<file path="src/rtl/core/zmssd_pkg.sv">
package zmssd_pkg;

	localparam int PATCH_PIXELS_DEF = 64;

	localparam int SCORE_W = 22;
	localparam logic [SCORE_W-1:0] SCORE_MAX = 22'h3F_FFFF;
	localparam logic [7:0] THRESH_RESET = 8'd10;

	localparam logic [1:0] ACT_REF    = 2'd0;
	localparam logic [1:0] ACT_CAND   = 2'd1;
	localparam logic [1:0] ACT_FINISH = 2'd2;

	typedef struct packed {
		logic [1:0]  action;
		logic [7:0]  pixel;
		logic [15:0] candidate_index;
		logic [11:0] candidate_x;
		logic [11:0] candidate_y;
	} pix_item_t;

	typedef struct packed {
		logic               found;
		logic [15:0]        best_index;
		logic [11:0]        best_x;
		logic [11:0]        best_y;
		logic [SCORE_W-1:0] best_score;
	} res_item_t;

	typedef struct packed {
		logic ref_wr;
		logic cand_wr;
		logic cand_end;
		logic finish;
		logic cfg_wr;
		logic score_upd;
	} dp_cmd_t;

	typedef struct packed {
		logic cand_last;
	} dp_status_t;

endpackage

</file>
<file path="src/rtl/core/zmssd_ctrl.sv">
module zmssd_ctrl (
	input  logic                   clk,
	input  logic                   arst_n,
	input  logic                   pix_valid,
	input  logic [1:0]             pix_action,
	output logic                   pix_stall,
	output logic                   res_valid,
	input  logic                   res_stall,
	input  logic                   cfg_we,
	input  zmssd_pkg::dp_status_t  status,
	output zmssd_pkg::dp_cmd_t     cmd
);

	localparam logic [2:0] ST_IDLE = 3'd0;
	localparam logic [2:0] ST_ACC  = 3'd1;
	localparam logic [2:0] ST_SQ   = 3'd2;
	localparam logic [2:0] ST_MUL  = 3'd3;
	localparam logic [2:0] ST_QUO  = 3'd4;
	localparam logic [2:0] ST_FIX  = 3'd5;
	localparam logic [2:0] ST_CMP  = 3'd6;

	logic [2:0] state_q;
	logic [2:0] state_nxt;
	logic       res_valid_q;
	logic       accept;
	logic       is_finish;

	assign is_finish = (pix_action == zmssd_pkg::ACT_FINISH);
	// a finish needs the result register free or being emptied
	assign pix_stall = (state_q != ST_IDLE) || (is_finish && res_valid_q && res_stall);
	assign accept    = pix_valid && !pix_stall;

	always_comb begin
		cmd.ref_wr    = accept && (pix_action == zmssd_pkg::ACT_REF);
		cmd.cand_wr   = accept && (pix_action == zmssd_pkg::ACT_CAND);
		cmd.cand_end  = accept && (pix_action == zmssd_pkg::ACT_CAND) && status.cand_last;
		cmd.finish    = accept && is_finish;
		cmd.cfg_wr    = cfg_we;
		cmd.score_upd = (state_q == ST_CMP);
	end

	always_comb begin
		state_nxt = state_q;
		unique case (state_q)
			ST_IDLE: begin
				if (cmd.cand_end) state_nxt = ST_ACC;
			end
			ST_ACC:  state_nxt = ST_SQ;
			ST_SQ:   state_nxt = ST_MUL;
			ST_MUL:  state_nxt = ST_QUO;
			ST_QUO:  state_nxt = ST_FIX;
			ST_FIX:  state_nxt = ST_CMP;
			ST_CMP:  state_nxt = ST_IDLE;
			default: state_nxt = ST_IDLE;
		endcase
	end

	always_ff @(posedge clk or negedge arst_n) begin
		if (!arst_n) begin
			state_q     <= ST_IDLE;
			res_valid_q <= 1'b0;
		end else begin
			state_q <= state_nxt;
			if (cmd.finish) begin
				res_valid_q <= 1'b1;
			end else if (!res_stall) begin
				res_valid_q <= 1'b0;
			end
		end
	end

	assign res_valid = res_valid_q;

endmodule

</file>
<file path="src/rtl/core/zmssd_dp.sv">
module zmssd_dp #(
	parameter int PATCH_PIXELS = zmssd_pkg::PATCH_PIXELS_DEF
) (
	input  logic                   clk,
	input  logic                   arst_n,
	input  zmssd_pkg::dp_cmd_t     cmd,
	output zmssd_pkg::dp_status_t  status,
	input  zmssd_pkg::pix_item_t   pix,
	input  logic [7:0]             cfg_wdata,
	output zmssd_pkg::res_item_t   res
);

	localparam int CW     = $clog2(PATCH_PIXELS);
	localparam int SUM_W  = $clog2(255 * PATCH_PIXELS + 1);
	localparam int SQS_W  = $clog2(65025 * PATCH_PIXELS + 1);
	localparam int SQ_W   = 2 * SUM_W;
	localparam int SC_W   = SQ_W + 3;
	localparam int PW     = $clog2(PATCH_PIXELS + 1);
	localparam int LIM_W  = ((16 + PW > zmssd_pkg::SCORE_W) ? 16 + PW : zmssd_pkg::SCORE_W) + 1;
	localparam int SW     = zmssd_pkg::SCORE_W;

	localparam logic [CW-1:0]   LAST_POS = CW'(PATCH_PIXELS - 1);
	localparam logic [SQ_W-1:0] NPIX     = SQ_W'(PATCH_PIXELS);
	// floor(2^SQ_W / N): quotient estimate is low by at most one
	localparam logic [SQ_W-1:0] RECIP    = SQ_W'((64'd1 << SQ_W) / 64'(PATCH_PIXELS));

	function automatic logic [SW-1:0] limit_of(input logic [7:0] t);
		logic [LIM_W-1:0] full;
		full = LIM_W'(t) * LIM_W'(t) * LIM_W'(PATCH_PIXELS);
		if (full > LIM_W'(zmssd_pkg::SCORE_MAX)) begin
			limit_of = zmssd_pkg::SCORE_MAX;
		end else begin
			limit_of = full[SW-1:0];
		end
	endfunction

	logic [7:0]       ref_mem [PATCH_PIXELS];
	logic [7:0]       thresh_q;
	logic [CW-1:0]    ref_cnt_q;
	logic [CW-1:0]    cand_cnt_q;
	logic [SUM_W-1:0] ref_sum_q;
	logic [SQS_W-1:0] ref_sq_q;
	logic [SUM_W-1:0] cand_sum_q;
	logic [SQS_W-1:0] cand_sq_q;
	logic [SQS_W-1:0] cross_q;

	logic [7:0]       px_s1;
	logic [7:0]       rd_s1;
	logic             acc_s1;
	logic             first_s1;

	logic [15:0]      tag_idx_q;
	logic [11:0]      tag_x_q;
	logic [11:0]      tag_y_q;

	logic [SQ_W-1:0]          sq_s2;
	logic signed [SC_W-1:0]   base_s2;
	logic [2*SQ_W-1:0]        prod_s3;
	logic [SQ_W-1:0]          sq_s3;
	logic [SQ_W-1:0]          q0_s4;
	logic [SQ_W-1:0]          sq_s4;
	logic [SQ_W-1:0]          q_s5;

	logic [SW-1:0]    best_q;
	logic [15:0]      best_idx_q;
	logic [11:0]      best_x_q;
	logic [11:0]      best_y_q;
	logic             found_q;
	zmssd_pkg::res_item_t res_q;

	logic [15:0]                ref_px_sq;
	logic [15:0]                cand_px_sq;
	logic [15:0]                cross_px;
	logic signed [SUM_W:0]      diff;
	logic signed [2*SUM_W+1:0]  diff_sq;
	logic signed [SC_W-1:0]     base_c;
	logic [SQ_W-1:0]            q0_times_n;
	logic [SQ_W-1:0]            rem;
	logic signed [SC_W-1:0]     score_full;
	logic [SW-1:0]              score_c;

	assign status.cand_last = (cand_cnt_q == LAST_POS);

	assign ref_px_sq  = 16'(pix.pixel) * 16'(pix.pixel);
	assign cand_px_sq = 16'(px_s1) * 16'(px_s1);
	assign cross_px   = 16'(px_s1) * 16'(rd_s1);

	// reference store, read into a register alongside the candidate pixel for the accumulate
	always_ff @(posedge clk) begin
		if (cmd.ref_wr) begin
			ref_mem[ref_cnt_q] <= pix.pixel;
		end
		rd_s1 <= ref_mem[cand_cnt_q];
		px_s1 <= pix.pixel;
	end

	always_ff @(posedge clk or negedge arst_n) begin
		if (!arst_n) begin
			ref_cnt_q <= '0;
			ref_sum_q <= '0;
			ref_sq_q  <= '0;
		end else if (cmd.ref_wr) begin
			if (ref_cnt_q == '0) begin
				ref_sum_q <= SUM_W'(pix.pixel);
				ref_sq_q  <= SQS_W'(ref_px_sq);
			end else begin
				ref_sum_q <= ref_sum_q + SUM_W'(pix.pixel);
				ref_sq_q  <= ref_sq_q + SQS_W'(ref_px_sq);
			end
			ref_cnt_q <= (ref_cnt_q == LAST_POS) ? '0 : ref_cnt_q + 1'b1;
		end
	end

	always_ff @(posedge clk or negedge arst_n) begin
		if (!arst_n) begin
			cand_cnt_q <= '0;
			acc_s1     <= 1'b0;
			first_s1   <= 1'b0;
			cand_sum_q <= '0;
			cand_sq_q  <= '0;
			cross_q    <= '0;
		end else begin
			acc_s1   <= cmd.cand_wr;
			first_s1 <= cmd.cand_wr && (cand_cnt_q == '0);
			if (cmd.finish) begin
				cand_cnt_q <= '0;
			end else if (cmd.cand_wr) begin
				cand_cnt_q <= (cand_cnt_q == LAST_POS) ? '0 : cand_cnt_q + 1'b1;
			end
			// finish drops a partly streamed candidate, including its last pending pixel
			if (cmd.finish) begin
				cand_sum_q <= '0;
				cand_sq_q  <= '0;
				cross_q    <= '0;
			end else if (acc_s1) begin
				if (first_s1) begin
					cand_sum_q <= SUM_W'(px_s1);
					cand_sq_q  <= SQS_W'(cand_px_sq);
					cross_q    <= SQS_W'(cross_px);
				end else begin
					cand_sum_q <= cand_sum_q + SUM_W'(px_s1);
					cand_sq_q  <= cand_sq_q + SQS_W'(cand_px_sq);
					cross_q    <= cross_q + SQS_W'(cross_px);
				end
			end
		end
	end

	always_ff @(posedge clk) begin
		if (cmd.cand_end) begin
			tag_idx_q <= pix.candidate_index;
			tag_x_q   <= pix.candidate_x;
			tag_y_q   <= pix.candidate_y;
		end
	end

	// score pipeline; sums stay still while the controller walks it
	assign diff    = $signed({1'b0, ref_sum_q}) - $signed({1'b0, cand_sum_q});
	assign diff_sq = diff * diff;
	assign base_c  = $signed(SC_W'(ref_sq_q)) + $signed(SC_W'(cand_sq_q))
		- $signed(SC_W'({cross_q, 1'b0}));

	assign q0_times_n = q0_s4 * NPIX;
	assign rem        = sq_s4 - q0_times_n;

	always_ff @(posedge clk) begin
		sq_s2   <= diff_sq[SQ_W-1:0];
		base_s2 <= base_c;
		prod_s3 <= (2*SQ_W)'(sq_s2) * (2*SQ_W)'(RECIP);
		sq_s3   <= sq_s2;
		q0_s4   <= prod_s3[2*SQ_W-1:SQ_W];
		sq_s4   <= sq_s3;
		q_s5    <= (rem >= NPIX) ? q0_s4 + 1'b1 : q0_s4;
	end

	assign score_full = base_s2 - $signed({3'b000, q_s5});

	always_comb begin
		if (score_full < 0) begin
			score_c = '0;
		end else if (score_full > $signed(SC_W'(zmssd_pkg::SCORE_MAX))) begin
			score_c = zmssd_pkg::SCORE_MAX;
		end else begin
			score_c = score_full[SW-1:0];
		end
	end

	always_ff @(posedge clk or negedge arst_n) begin
		if (!arst_n) begin
			thresh_q   <= zmssd_pkg::THRESH_RESET;
			best_q     <= limit_of(zmssd_pkg::THRESH_RESET);
			best_idx_q <= '0;
			best_x_q   <= '0;
			best_y_q   <= '0;
			found_q    <= 1'b0;
		end else begin
			if (cmd.cfg_wr) begin
				thresh_q <= cfg_wdata;
			end
			if (cmd.finish) begin
				best_q     <= limit_of(thresh_q);
				best_idx_q <= '0;
				best_x_q   <= '0;
				best_y_q   <= '0;
				found_q    <= 1'b0;
			end else if (cmd.cfg_wr && !found_q) begin
				best_q <= limit_of(cfg_wdata);
			end else if (cmd.score_upd && (score_c < best_q)) begin
				best_q     <= score_c;
				best_idx_q <= tag_idx_q;
				best_x_q   <= tag_x_q;
				best_y_q   <= tag_y_q;
				found_q    <= 1'b1;
			end
		end
	end

	always_ff @(posedge clk) begin
		if (cmd.finish) begin
			res_q.found      <= found_q;
			res_q.best_index <= best_idx_q;
			res_q.best_x     <= best_x_q;
			res_q.best_y     <= best_y_q;
			res_q.best_score <= best_q;
		end
	end

	assign res = res_q;

endmodule

</file>
<file path="src/rtl/core/zero_mean_ssd_best_match.sv">
// Zero-mean SSD best match over patches of PATCH_PIXELS 8-bit pixels. Reference
// and candidate pixels are taken one per cycle while the input is not stalled;
// the last pixel of a candidate stalls the input while its score goes
// through squaring, the reciprocal division by the patch size, the remainder
// fix-up and the compare against the best so far. A finish item loads the
// result register; it waits while a score is in progress or an earlier
// result is still held there and stalled. The reference patch sits in a small
// RAM with no reset and no clearing pass; read only entries already loaded.
module zero_mean_ssd_best_match #(
	parameter int PATCH_PIXELS = zmssd_pkg::PATCH_PIXELS_DEF
) (
	input  logic                  clk,
	input  logic                  arst_n,
	input  logic                  pix_valid,
	output logic                  pix_stall,
	input  zmssd_pkg::pix_item_t  pix,
	output logic                  res_valid,
	input  logic                  res_stall,
	output zmssd_pkg::res_item_t  res,
	input  logic                  cfg_we,
	input  logic [7:0]            cfg_wdata
);

	zmssd_pkg::dp_cmd_t    cmd;
	zmssd_pkg::dp_status_t status;

	zmssd_ctrl u_ctrl (
		.clk        (clk),
		.arst_n     (arst_n),
		.pix_valid  (pix_valid),
		.pix_action (pix.action),
		.pix_stall  (pix_stall),
		.res_valid  (res_valid),
		.res_stall  (res_stall),
		.cfg_we     (cfg_we),
		.status     (status),
		.cmd        (cmd)
	);

	zmssd_dp #(
		.PATCH_PIXELS (PATCH_PIXELS)
	) u_dp (
		.clk       (clk),
		.arst_n    (arst_n),
		.cmd       (cmd),
		.status    (status),
		.pix       (pix),
		.cfg_wdata (cfg_wdata),
		.res       (res)
	);

endmodule

</file>
<file path="config.mk">
export PLATFORM = sky130hd
export DESIGN_NAME = zero_mean_ssd_best_match
export DESIGN_NICKNAME = d
export VERILOG_FILES = /design/src/rtl/core/zmssd_pkg.sv /design/src/rtl/core/zmssd_ctrl.sv /design/src/rtl/core/zmssd_dp.sv /design/src/rtl/core/zero_mean_ssd_best_match.sv
export SDC_FILE = /design/constraint.sdc
export NUM_CORES = 2
export LEC_CHECK = 0
export ABC_AREA = 1
export BUFFER_PORTS_ARGS = -buffer_cell sky130_fd_sc_hd__buf_4
export CORE_MARGIN = 5
export CORE_UTILIZATION = 35
export CTS_BUF_LIST = sky130_fd_sc_hd__clkbuf_16
export CTS_CLUSTER_DIAMETER = 100
export DETAILED_ROUTE_END_ITERATION = 10
export RECOVER_POWER = 100
export SLEW_MARGIN = 20
export SYNTH_ARGS = -nofsm -noshare
export SYNTH_HDL_FRONTEND = slang
export SYNTH_SLANG_ARGS = --single-unit
export TNS_END_PERCENT = 50
</file>
<file path="constraint.sdc">
create_clock -name clk -period 20.2 [get_ports clk]
set_input_delay 4.04 -clock clk [delete_from_list [all_inputs] [get_ports clk]]
set_output_delay 4.04 -clock clk [all_outputs]
set_load 0.02 [all_outputs]
</file>
# == Word level (Yosys, flattened, before mapping) ==
# Memories as Yosys holds them, arrays and structs flattened. A register that Yosys moved wholly into a read port is not among the register bits.
# Cells that the tools add are included.
# word_totals
ff_bits,459
ramBits,512
word_cells,137
rom_bits,0
latchBits,0
in_bits,63
memories,1
out_inout_bits,65
# memory_table
memory,depth,width,rd,rd_clocked_by_memory_dff,write_ports,line,source
u_dp.ref_mem,64,8,1,1,1,zmssd_dp.sv:37,logic [7:0] ref_mem [PATCH_PIXELS];
# op_classes
div,0
eq_ne,13
bitwise,0
n_mul,6
n_lt_le_gt_ge,6
shift,0
n_addsub,13
n_mux,41
n_reduce_logical,23
# op_table
cell,n
$mux W22,15
$mul A8 B8 Y16,5
$mux W12,6
$add A22 B16 Y22,3
$mux W14,4
$mux W16,3
$gt A22 B22 Y1 const B,2
$gt A31 B23 Y1 const B,1
$lt A31 B1 Y1 const B,1
$sub A31 B24 Y31,1
$sub A31 B29 Y31,1
$add A14 B8 Y14,2
$ge A28 B7 Y1 const B,1
$mul A15 B15 Y28,1
$sub A28 B28 Y28,1
$mux W6,4
$add A22 B1 Y23 const B,1
$add A22 B22 Y23,1
$lt A22 B22 Y1,1
$pmux W3 S6,1
$sub A14 B14 Y15,1
$add A6 B1 Y6 const B,2
$eq A6 B6 Y1 const B,2
$logic_not A6 Y1,2
17 further kinds,40

# == Depth between registers and ports, before layout ==
# depth
ltp_word,10
mapped_depth,43
ltp_nobuf,42

# == Cells and area by module ==
# From an unflattened synthesis, not the netlist that was laid out.
# unflattened
cells_unflattened,5784
hier_area_um2,56540.5
# by_module_without_submodules
mod,area_per_inst_um2,cells_per_inst,instances
zmssd_dp,56277.7,5750,1
zmssd_ctrl,262.8,34,1

# == Worst setup path before layout ==
# OpenSTA, ideal clock, no wires.
# synth_timing
path_kind,input -> register
startpoint,input pix[49] (netlist name)
endpoint,"register u_dp.tag_idx_q[0], enable pin"
slack_ps,11126
arrival_ps,8533
t_required_ps,19659
setup_ps,541
path_stages,7
path_cell_list,inv_1 > nor2_1 > a31oi_1 > nand2_1 > inv_1 > nand3_1 > nor4_1
# synth_rtl
item,line,source
start: declaration,zero_mean_ssd_best_match.sv:16,"input zmssd_pkg::pix_item_t pix,"
end signal: assignment,zmssd_dp.sv:151,tag_idx_q <= pix.candidate_index;
end: declaration,zmssd_dp.sv:52,logic [15:0] tag_idx_q;

# == Worst setup path in the final report ==
# layout_timing
startpoint,input pix[42] (netlist name)
endpoint,register u_dp.ref_sq_q[17]
# layout_between
elab_chain_cells,3
# layout_lines
item,line,source
$mul A8 B8 Y16,zmssd_dp.sv:84,assign ref_px_sq = 16'(pix.pixel) * 16'(pix.pixel);
$add A22 B16 Y22,zmssd_dp.sv:108,ref_sq_q <= ref_sq_q + SQS_W'(ref_px_sq);
$mux W22,zmssd_dp.sv:103,if (ref_cnt_q == '0) begin
end signal: assignment,zmssd_dp.sv:105,ref_sq_q <= SQS_W'(ref_px_sq);
end signal: assignment,zmssd_dp.sv:108,
end: declaration,zmssd_dp.sv:42,logic [SQS_W-1:0] ref_sq_q;
# No other way between the ends.
# A chain may end at the register's enable or synchronous reset.

==> flow_summary_export.csv <==
group,metric,value,unit
clock_network,clock_sinks,933,
clock_network,cts_buffer_depth,3,
grt,grt.met1_usage,23.40,%
grt,grt_use_total,16.79,%
floorplanning,die_w,411.7,um
clock_network,cts_inserted_buffers,100,
routing,num_vias,40580,
job,drv_cap,23,
setup_path,critPathMaxStageDelay,2.48,ns
sta,setup_viol,0,
routing,drt_iter0_drc,3604,
setup_path,cp_slowest_cell,"clkbuf_1",
sta,drv_slew,1327,
grt,grt_max_degree,131,
outcome,run_status,"finished, violations left",
outcome,violations,"max-capacitance violations, max-slew violations",
floorplanning,start_util,35.18,%
placement,gp_congestion,0.8697,
grt,antenna_found_initial,0,
grt,use_met2,26.87,%
synth,ys_ff_latch,933,
routing,antenna_left,0,
setup_path,required,20.79,ns
routing,routed_wl,143600,um
clock_network,post_cts_resized,0,
synth,netlist_area,56480,sq um
floorplanning,fp.coreArea,160600,sq um
grt,busiest_layer,"met2",
synth,synthCells,5731,
grt,grt_pass1_wl,226700,um
synth,ys_seq_area_share,45.60,%
clock_network,post_cts.repair.setup_buffers,0,
routing,viasPerCell,5.056,
sta,fin_setup_tns,0,ns
synth,avgSynthCellArea,9.855,sq um
grt,gr-total-overflow,0,
routing,wl_per_cell,17.88,um
synth,synth_edf_count,615,
sta,rsz0062_at_grt,"no",
routing,drc,0,
setup_path,end_kind,"flip-flop",
synth,synth_cell_types,59,
layout,mostFrequentLayoutCells,"nand2_1 (998), inv_1 (949), edfxtp_1 (615)",
floorplanning,ios,128,
clock_network,holdBufCountCts,0,
sta,final.min_clock_period,11.45,ns
setup_path,critical_path.most_common_cell,"nand2_1",
sta,worst_slew_pin_slew,5.641,ns
setup_path,arrival,12.04,ns
grt,first_global_vias,40590,
placement,numPortBuffers,127,
clock_network,cts.clk_slew.worst_paths,0.06,ns
synth,ys_warn_count,0,
sta,maxSlewHeadroom,-277.0,%
sta,hold_violations,0,
layout,final_common_cell,"nand2_1",
synth,mappedNetlistNets,6517,
setup_path,path_max_fanout,69,
floorplanning,fp-row-count,147,
clock_network,cts_tree,"yes",
clock_network,clk_latency,0.74,ns
worst_hold_path,hold_class,"reg2reg",
layout,drive_gt1_share,4.398,%
grt,use_met3,3.275,%
synth,synth-async-reset-ratio,19.61,%
setup_path,crit_path_start_kind,"primary input",
layout,final_nets,6569,
setup_path,worstSetupPathType,"in2reg",
floorplanning,fp.dieH,411.7,um
sta,fin_crit_sh,56.68,%
sta,finalWorstSetupSlack,8.751,ns
placement,dp_hpwl,98600,um
placement,place_ws,10.19,ns
clock_network,clockRootBuffer,"clkbuf_16",
routing,firstDrtPassIters,6,
layout,area_growth,10.87,%
synth,synthFlopType,"edfxtp_1",
sta,fmax,87.35,MHz
clock_network,htree_levels,3,
sta,skew,0.07689,ns
floorplanning,die-area,169500,sq um
## state kept, by name, summed over array words and instances (netlist names), 8 cells and up
register	cells
u_dp.cand_sum_q	14
u_dp.ref_sq_q	22
u_dp.tag_x_q	12
u_dp.best_idx_q	16
u_dp.thresh_q	8
u_dp.res	63
u_dp.rd_s1	8
u_dp.cand_sq_q	22
u_dp.tag_y_q	12
u_dp.cross_q	22
u_dp.ref_sum_q	14
u_dp.px_s1	8
u_dp.sq_s4	21
u_dp.q_s5	22
u_dp.best_y_q	12
u_dp.ref_mem	512
u_dp.best_x_q	12
u_dp.prod_s3	22
u_dp.base_s2	31
u_dp.best_q	22
u_dp.tag_idx_q	16
u_dp.sq_s2	22
## logic make-up (layout without fill, tap and decap cells)
group,Yosys count,after routing,synth area share (%)
and+or+nand+nor,1659,1659,12.05
buffers and inverters,1163,1298,7.835
adders and majority gates,723,723,20.40
AOI/OAI and AO/OA,1046,1046,10.89
xor gates and xnor gates,203,203,3.148
muxes,4,4,0.07974
other,0,1,0
DFF,933,933,45.60
## per-layer routing
layer,part of all wire (%),wire [um]
met5,0,0
met4,2.4,3393
met3,7.4,10690
met2,45,64890
met1,45,64580
## worst max-delay path, delay by kind of cell
kind,cells,cell delay (ns)
AND/OR/NAND/NOR,12,1.31
XOR/XNOR,2,0.37
adder cells (fa/ha/maj),6,2.52
AO/OA/AOI/OAI,4,0.68
buffers and inverters,6,3.03
## synth_stat cells (21+ instances only)
master    instances  area [sq um]
nand2_1         998          3746
inv_1           931          3495
edfxtp_1        615         18470
a21oi_1         502          2512
ha_1            393          4917
fa_1            330          6606
nor2_1          321          1205
o21ai_0         238          1191
nand3_1         211          1056
clkbuf_1        186         698.2
dfrtp_1         178          4454
o221ai_1        154          1349
dfxtp_1         135          2703
xor2_1          132          1156
xnor2_1          71         621.9
nand4_1          69         431.7
a31oi_1          26         162.7
nor3_1           23         115.1
o211ai_1         21         157.7
o21bai_1         21         157.7
o22ai_1          21         131.4
## cell type report
type / instances / area (sq um)
flip-flops and latches: 933 / 25760
well taps: 2160 / 2703
fillers: 15780 / 97950
clock inverters: 76 / 678.2
diodes: 1 / 2.502
clock buffers: 109 / 2728
repair buffers: 167 / 859.6
inverters: 946 / 3556
multi-input cells: 3635 / 26330
## stage by stage
step	util [%]	std cells	cell area [sq um]	hold WS [ns]
floorplan	-	5731	56480	0.3096
global placement	37.16	7841	59670	0.3127
detailed placement	37.17	7841	59680	0.3121
CTS	39.29	8026	63090	0.2935
global route	39.00	8026	62620	0.3054
finish	39.00	8027	62620	0.3039
## worst paths after layout
kind	depth (start not counted)	slack [ns]	startpoint	end
worst max-delay path	30	8.75	pix[42]	u_dp.ref_sq_q[17]$_DFFE_PN0P_
worst min-delay path	0	0.30	u_dp.sq_s2[19]$_DFF_P_	u_dp.prod_s3[41]$_DFF_P_
worst max register to register	8	9.34	u_dp.cand_cnt_q[1]$_DFFE_PN0P_	u_dp.rd_s1[7]$_DFF_P_
worst min register to register	0	0.30	u_dp.sq_s2[19]$_DFF_P_	u_dp.prod_s3[41]$_DFF_P_
max in group asynchronous	2	10.05	arst_n	u_dp.best_idx_q[11]$_DFFE_PN0P_
min in group asynchronous	1	5.35	arst_n	u_ctrl.state_q[1]$_DFFE_PN0P_
Power is left out: the tool's default activity adds up to more than one toggle a clock period on the data nets, which glitch-free logic cannot reach.
